File: src/hdl/hls2rgb_pkg.sv
// ----------------------------------------------------------------------------
// HLS to RGB conversion package
// Shared widths, constants and payload types of the color converter.
// ----------------------------------------------------------------------------
`default_nettype none

package hls2rgb_pkg;

  localparam int FRAC_BITS = 16;
  localparam int HUE_W     = FRAC_BITS;
  localparam int CH_W      = FRAC_BITS + 1;
  localparam int SUM_W     = CH_W + 1;
  localparam int PROD_W    = 2 * CH_W;
  localparam int HUE6_W    = HUE_W + 3;
  localparam int NCH       = 3;

  localparam logic [CH_W-1:0]  ONE   = CH_W'(1) << FRAC_BITS;
  localparam logic [CH_W-1:0]  HALF  = CH_W'(1) << (FRAC_BITS - 1);
  localparam logic [HUE_W-1:0] THIRD = HUE_W'(((1 << FRAC_BITS) + 1) / 3);

  // Piece of the hue ramp that a channel's hue falls on.
  typedef enum logic [1:0] {
    SEG_RISE,
    SEG_TOP,
    SEG_FALL,
    SEG_BOTTOM
  } seg_t;

  typedef struct packed {
    seg_t            seg;
    logic [CH_W-1:0] factor;
  } seg_info_t;

  typedef struct packed {
    logic [HUE_W-1:0] hue;
    logic [CH_W-1:0]  lightness;
    logic [CH_W-1:0]  saturation;
  } hsl_t;

  typedef struct packed {
    logic [CH_W-1:0] red;
    logic [CH_W-1:0] green;
    logic [CH_W-1:0] blue;
  } rgb_t;

endpackage

`default_nettype wire

File: src/hdl/hls_to_rgb_convert.sv
// Throughput: one pixel per clock unless rgb_ready holds the output; each of
// the five register stages takes a new pixel when the next moves or is empty.
// Reset: synchronous, active high; clears all stage valid bits, the pipeline
// comes out of reset empty and ready.
// ----------------------------------------------------------------------------
// HLS to RGB color conversion
// Fixed-point HLS to RGB converter, five-stage pipeline with valid/ready.
// ----------------------------------------------------------------------------
`default_nettype none

module hls_to_rgb_convert (
  input  wire                     clk,
  input  wire                     rst,
  input  wire                     hsl_valid,
  output logic                    hsl_ready,
  input  wire hls2rgb_pkg::hsl_t  hsl,
  output logic                    rgb_valid,
  input  wire                     rgb_ready,
  output hls2rgb_pkg::rgb_t       rgb
);

  import hls2rgb_pkg::*;

  // Classify a hue into its ramp segment and the multiplier for that segment.
  function automatic seg_info_t hue_seg(input logic [HUE_W-1:0] h);
    logic [HUE6_W-1:0] h6;
    logic [HUE6_W-1:0] h3;
    logic [HUE6_W-1:0] fall;
    seg_info_t         info;
    h6   = (HUE6_W'(h) << 2) + (HUE6_W'(h) << 1);
    h3   = (HUE6_W'(h) << 1) + HUE6_W'(h);
    fall = (HUE6_W'(ONE) << 2) - h6;
    info.factor = '0;
    if (h6 < HUE6_W'(ONE)) begin
      info.seg    = SEG_RISE;
      info.factor = h6[CH_W-1:0];
    end else if (h < HALF[HUE_W-1:0]) begin
      info.seg = SEG_TOP;
    end else if (h3 < (HUE6_W'(ONE) << 1)) begin
      info.seg    = SEG_FALL;
      info.factor = fall[CH_W-1:0];
    end else begin
      info.seg = SEG_BOTTOM;
    end
    return info;
  endfunction

  // Stage enables: a stage loads when it is empty or its successor loads.
  logic en1, en2, en3, en4, en5;
  logic v1, v2, v3, v4;

  assign en5       = !rgb_valid || rgb_ready;
  assign en4       = !v4 || en5;
  assign en3       = !v3 || en4;
  assign en2       = !v2 || en3;
  assign en1       = !v1 || en2;
  assign hsl_ready = en1;

  always_ff @(posedge clk) begin
    if (rst) begin
      v1        <= 1'b0;
      v2        <= 1'b0;
      v3        <= 1'b0;
      v4        <= 1'b0;
      rgb_valid <= 1'b0;
    end else begin
      if (en1) v1 <= hsl_valid;
      if (en2) v2 <= v1;
      if (en3) v3 <= v2;
      if (en4) v4 <= v3;
      if (en5) rgb_valid <= v4;
    end
  end

  // ---------------- Stage 1: clamp, L*S product, hue segments ----------------
  logic [CH_W-1:0]   l_sat, s_sat;
  logic [HUE_W-1:0]  hue_ch [NCH];
  seg_info_t         seg_next [NCH];

  logic [CH_W-1:0]   l1, s1;
  logic              gray1;
  logic [PROD_W-1:0] ls_prod1;
  seg_info_t         seg1 [NCH];

  always_comb begin
    l_sat     = (hsl.lightness > ONE) ? ONE : hsl.lightness;
    s_sat     = (hsl.saturation > ONE) ? ONE : hsl.saturation;
    // Red leads by a third of a turn, blue trails by one; both wrap.
    hue_ch[0] = hsl.hue + THIRD;
    hue_ch[1] = hsl.hue;
    hue_ch[2] = hsl.hue - THIRD;
    for (int c = 0; c < NCH; c++) begin
      seg_next[c] = hue_seg(hue_ch[c]);
    end
  end

  always_ff @(posedge clk) begin
    if (en1) begin
      l1       <= l_sat;
      s1       <= s_sat;
      gray1    <= (s_sat == '0);
      ls_prod1 <= PROD_W'(l_sat) * PROD_W'(s_sat);
      for (int c = 0; c < NCH; c++) begin
        seg1[c] <= seg_next[c];
      end
    end
  end

  // ---------------- Stage 2: m2 ----------------
  logic [CH_W-1:0]  ls;
  logic [SUM_W-1:0] m2_sum;
  logic [CH_W-1:0]  m2_next;

  logic [CH_W-1:0]  l2, m2_2;
  logic             gray2;
  seg_info_t        seg2 [NCH];

  always_comb begin
    ls = ls_prod1[FRAC_BITS +: CH_W];
    if (l1 <= HALF) begin
      m2_sum = SUM_W'(l1) + SUM_W'(ls);
    end else begin
      m2_sum = SUM_W'(l1) + SUM_W'(s1) - SUM_W'(ls);
    end
    m2_next = (m2_sum > SUM_W'(ONE)) ? ONE : m2_sum[CH_W-1:0];
  end

  always_ff @(posedge clk) begin
    if (en2) begin
      l2    <= l1;
      m2_2  <= m2_next;
      gray2 <= gray1;
      for (int c = 0; c < NCH; c++) begin
        seg2[c] <= seg1[c];
      end
    end
  end

  // ---------------- Stage 3: m1 and ramp height ----------------
  logic [SUM_W-1:0] two_l;
  logic [SUM_W-1:0] m1_wide;
  logic [CH_W-1:0]  m1_next;
  logic [CH_W-1:0]  d_next;

  logic [CH_W-1:0]  l3, m1_3, m2_3, d3;
  logic             gray3;
  seg_info_t        seg3 [NCH];

  always_comb begin
    two_l   = {l2, 1'b0};
    m1_wide = (two_l >= SUM_W'(m2_2)) ? (two_l - SUM_W'(m2_2)) : '0;
    m1_next = (m1_wide > SUM_W'(ONE)) ? ONE : m1_wide[CH_W-1:0];
    d_next  = (m2_2 >= m1_next) ? (m2_2 - m1_next) : '0;
  end

  always_ff @(posedge clk) begin
    if (en3) begin
      l3    <= l2;
      m1_3  <= m1_next;
      m2_3  <= m2_2;
      d3    <= d_next;
      gray3 <= gray2;
      for (int c = 0; c < NCH; c++) begin
        seg3[c] <= seg2[c];
      end
    end
  end

  // ---------------- Stage 4: ramp products ----------------
  logic [CH_W-1:0]   l4, m1_4, m2_4;
  logic              gray4;
  seg_t              seg4 [NCH];
  logic [PROD_W-1:0] ramp_prod4 [NCH];

  always_ff @(posedge clk) begin
    if (en4) begin
      l4    <= l3;
      m1_4  <= m1_3;
      m2_4  <= m2_3;
      gray4 <= gray3;
      for (int c = 0; c < NCH; c++) begin
        seg4[c]       <= seg3[c].seg;
        ramp_prod4[c] <= PROD_W'(d3) * PROD_W'(seg3[c].factor);
      end
    end
  end

  // ---------------- Stage 5: segment select, output register ----------------
  localparam int RAMP_W = PROD_W - FRAC_BITS + 1;

  logic [RAMP_W-1:0] ramp_sum [NCH];
  logic [CH_W-1:0]   ch_next  [NCH];

  always_comb begin
    for (int c = 0; c < NCH; c++) begin
      ramp_sum[c] = RAMP_W'(m1_4) + RAMP_W'(ramp_prod4[c][PROD_W-1:FRAC_BITS]);
      case (seg4[c]) inside
        SEG_RISE, SEG_FALL: begin
          ch_next[c] = (ramp_sum[c] > RAMP_W'(ONE)) ? ONE : ramp_sum[c][CH_W-1:0];
        end
        SEG_TOP:    ch_next[c] = m2_4;
        default:    ch_next[c] = m1_4;
      endcase
      if (gray4) begin
        ch_next[c] = l4;
      end
    end
  end

  always_ff @(posedge clk) begin
    if (en5) begin
      rgb.red   <= ch_next[0];
      rgb.green <= ch_next[1];
      rgb.blue  <= ch_next[2];
    end
  end

endmodule

`default_nettype wire

File: config.mk
export PLATFORM = sky130hd
export DESIGN_NAME = hls_to_rgb_convert
export DESIGN_NICKNAME = d
export VERILOG_FILES = /design/src/hdl/hls2rgb_pkg.sv /design/src/hdl/hls_to_rgb_convert.sv
export SDC_FILE = /design/constraint.sdc
export NUM_CORES = 2
export LEC_CHECK = 0
export BUFFER_PORTS_ARGS = -buffer_cell sky130_fd_sc_hd__buf_2
export CAP_MARGIN = 20
export CORE_ASPECT_RATIO = 0.8
export CORE_MARGIN = 2
export CORE_UTILIZATION = 45
export CTS_CLUSTER_DIAMETER = 150
export DETAILED_ROUTE_END_ITERATION = 8
export GPL_TIMING_DRIVEN = 0
export PLACE_DENSITY = 0.68
export SYNTH_ARGS = -nofsm -noshare
export SYNTH_HDL_FRONTEND = slang
export SYNTH_SLANG_ARGS = --single-unit
File: constraint.sdc
create_clock -name clk -period 8.1 [get_ports clk]
set_input_delay 0.81 -clock clk [delete_from_list [all_inputs] [get_ports clk]]
set_output_delay 0.81 -clock clk [all_outputs]
set_load 0.005 [all_outputs]
==> qor.txt <==
IO Port Bufs = 106
GRT overflow = 0
Multi-input logic area = 42600 µm²
Post-DP Area = 65600 µm²
Hold Path Class = flip-flop to flip-flop
Synth Register Bits = 486
Syn Area/Cell = 9.70 µm²
Met3 wire len = 19900 µm
Wire per inst = 20.6 µm
Synth Flop Type = edfxtp_1
Reg clk slew, reported paths = 0.06 ns
CTS Hold Bufs = 0
R2R Path End = ramp_prod4[0][100]
Critical path fanouts, max = 10
Ratio of cells with drive above 1 in the final layout = 5.06%
CP bufs+invs = 4
Diodes inserted = 0
Die Ht = 338 µm
WS Path Type = primary input to flip-flop
Area of the core = 138000 µm²
PD cells = 372 nW/µm²
Met2 Wirelength = 72300 µm
Final period util = 96.9%
Mux cell area share after synthesis = 1.16%
Area grow syn2layout = 7.68%
Setup ws final = 0.248 ns
Post-synthesis sequential area ratio = 23.2%
Asr flop ratio synth = 0%
Post-Syn Area = 62600 µm²
Number of global-route vias before repair = 46400
Clk root buf = clkbuf_16
Fillers = 12800
Uppermost layer routed = met5
Global-route wire length before repair = 272000 µm
Initial antenna violation count = 9
Max capacitance violation total = 0
Chip Width = 421 µm
Min-Delay Startpoint = m2_3[2]
Final setup viols = 0
Vias = 46100
Vias per cell = 5.42
Fin cells = 8516
Final GP Congestion = 0.984
Yosys Warn Count = 0
Clock Skews = 0.0353 ns
Crit path time final = 7.85 ns
Crit. End Element = flip-flop
DR iter-0 viols = 3950
Cells after Synth = 6456
Finished Core Util = 48.8%
Synth Area in XOR/XNOR = 3.05%
CP max-delay cell = clkbuf_1
Status = completed
Post-detail-place hpwl = 144000 µm
WL final = 176000 µm
Placement Setup Slack = -1.07 ns
Static leakage power = 31.8 nW
RSZ-0062 raised after global routing = false
Core Rows = 122
Clock sinks = 486
1st-pass router iterations = 6
Initial Utilization = 45.3%
Delay-heaviest family, CP = adder cells
Level count of the clock H-tree = 2
Max stage delay on crit path = 0.57 ns
CTS buffer count = 50
Startpoint Class = primary input
Residual DRC = 0
Die Area = 142000 µm²
Synth Area in Compound Gates = 7.82%
Bufs on Longest Clock Path = 3
CP dominant cell by count = fa_1
Pins Over Slew Limit = 0
Fin. Hold Viols = 0
WHS Path Cells = 0
Placed insts = 8428
Synth Area in Simple Gates = 14.9%
Hold path endpoint = m2_4[2]
Post-synth EDFFs = 481
Final net count = 8202
Reg2Reg Setup Slack = 0.27 ns
Slew HR = 18.6%
Worst slew pin tran = 1.22 ns
All-Layer GR Usage = 24.9%
Worst EP arrival = 8.20 ns
R2r startpoint = d3[16]
Largest family of logic cells by synthesized area = adder cells
ANT nets after route = 0
Max Freq = 0.127 GHz
Total power = 25.1 mW
Worst skew pair latency = 0.63 ns
CP required = 8.45 ns
Max VDD drop = 0.461 mV
Pin count of the biggest net entering global routing = 71
Syn Nets = 8040
Fin area = 67400 µm²
Post-synth cell types = 91
Post-Synth Adder-Cell Area = 41.0%
Register-to-Register Path Depth = 22
CTS tree = yes
Sequential cell area = 14500 µm²
Ports = 107
M1 WL = 78200 µm
## registers in the layout, indices dropped and copies added (netlist names), 51 cells and up
register / count
ramp_prod4: 54
rgb: 51
seg1: 54
seg2: 54
seg3: 54
## worst reg2reg max path, delay by kind of cell (launching register included)
kind	cells	cell delay, ns
xor gates and xnor gates	1	0.12
AOI/OAI and AO/OA	4	1.14
and+or+nand+nor	5	1.07
DFF	1	0.38
buffers and inverters	5	1.40
adders and majority gates	7	3.45
## layer usage
layer	up-vias	GRT usage, %
met5	-	0
met4	8	6.61
met3	287	6.89
met2	2100	36.4
met1	22700	36.1
li1	21100	-
## worst max-delay path by stage
stage	startpoint	to	slack (ns)	cells after the start
CTS	d3[16]	ramp_prod4[0][101]	0.001	21
finish	hsl[3]	ls_prod1[32]	0.25	26
global placement	hsl[17]	ls_prod1[24]	-0.88	29
floorplan	hsl[20]	ls_prod1[24]	0.59	28
global route	hsl[3]	ls_prod1[24]	0.002	27
detailed placement	hsl[17]	ls_prod1[24]	-1.07	29
## per-stage QoR
step,setup TNS [ns],hold WS [ns]
2_1_floorplan,0,0.400
5_1_grt,0,0.392
6_report,0,0.402
3_3_place_gp,-8.41,0.400
3_5_place_dp,-11.33,0.405
4_1_cts,0,0.386
## report_power, final
group	internal (mW)	switching [mW]	total, mW
registers	4.09	0.806	4.89
logic	6.76	11.1	17.9
clock network	1.31	1.01	2.32
## layout by cell type (no fill, tap or decap), drive strengths merged, types with 30 or more instances in the layout
master  Yosys  routed
o211ai     30      30
inv      1224    1227
nand2     805     805
nor2b      60      60
and3       42      42
fa        868     868
clkbuf    212     257
nand2b     55      55
and2      367     367
buf        21     143
xnor2     156     156
a21o       84      84
nor3       84      84
ha        662     662
nand3      69      69
edfxtp    481     481
a211oi     36      36
nor2      308     308
a21oi     207     207
o21ai     129     129
xor2       62      62
mux2       42      42
o21a       38      38
nand4      34      34
## layout make-up
| cell class | count | share of cell area, % |
|---|---|---|
| clock buffers | 57 | 1.91 |
| multi-input cells | 4504 | 63.2 |
| plain buffers | 218 | 1.32 |
| repair buffers | 125 | 1.17 |
| flip-flops and latches | 486 | 21.6 |
| clock inverters | 33 | 0.512 |
| well taps | 1860 | 3.45 |
| inverters | 1233 | 6.90 |
## timing repair
item	4_1_cts	5_1_grt
resized for setup	15	68
setup endpoints to repair	23	31
setup buffers	3	5
## logic make-up (layout without fill, tap and decap cells)
group | Yosys count | after routing
AND/OR/NAND/NOR | 1949 | 1949
adder cells (fa/ha/maj) | 1531 | 1531
buffers and inverters | 1466 | 1666
AO/OA/AOI/OAI | 739 | 739
flip-flops | 486 | 486
XOR/XNOR | 218 | 218
multiplexers | 67 | 67
## cells in the mapped netlist, types with 84 or more instances
master,count,area (µm²)
ha_1,662,8280
nand2_1,805,3020
edfxtp_1,481,14400
nor2_1,308,1160
clkbuf_1,212,796
fa_1,868,17400
a21o_1,84,631
xnor2_1,156,1370
nor3_1,84,420
and2_1,367,2300
a21oi_1,204,1020
inv_1,1224,4590
o21ai_0,119,596
No activity file was read; power rests on OpenSTA's default activity.
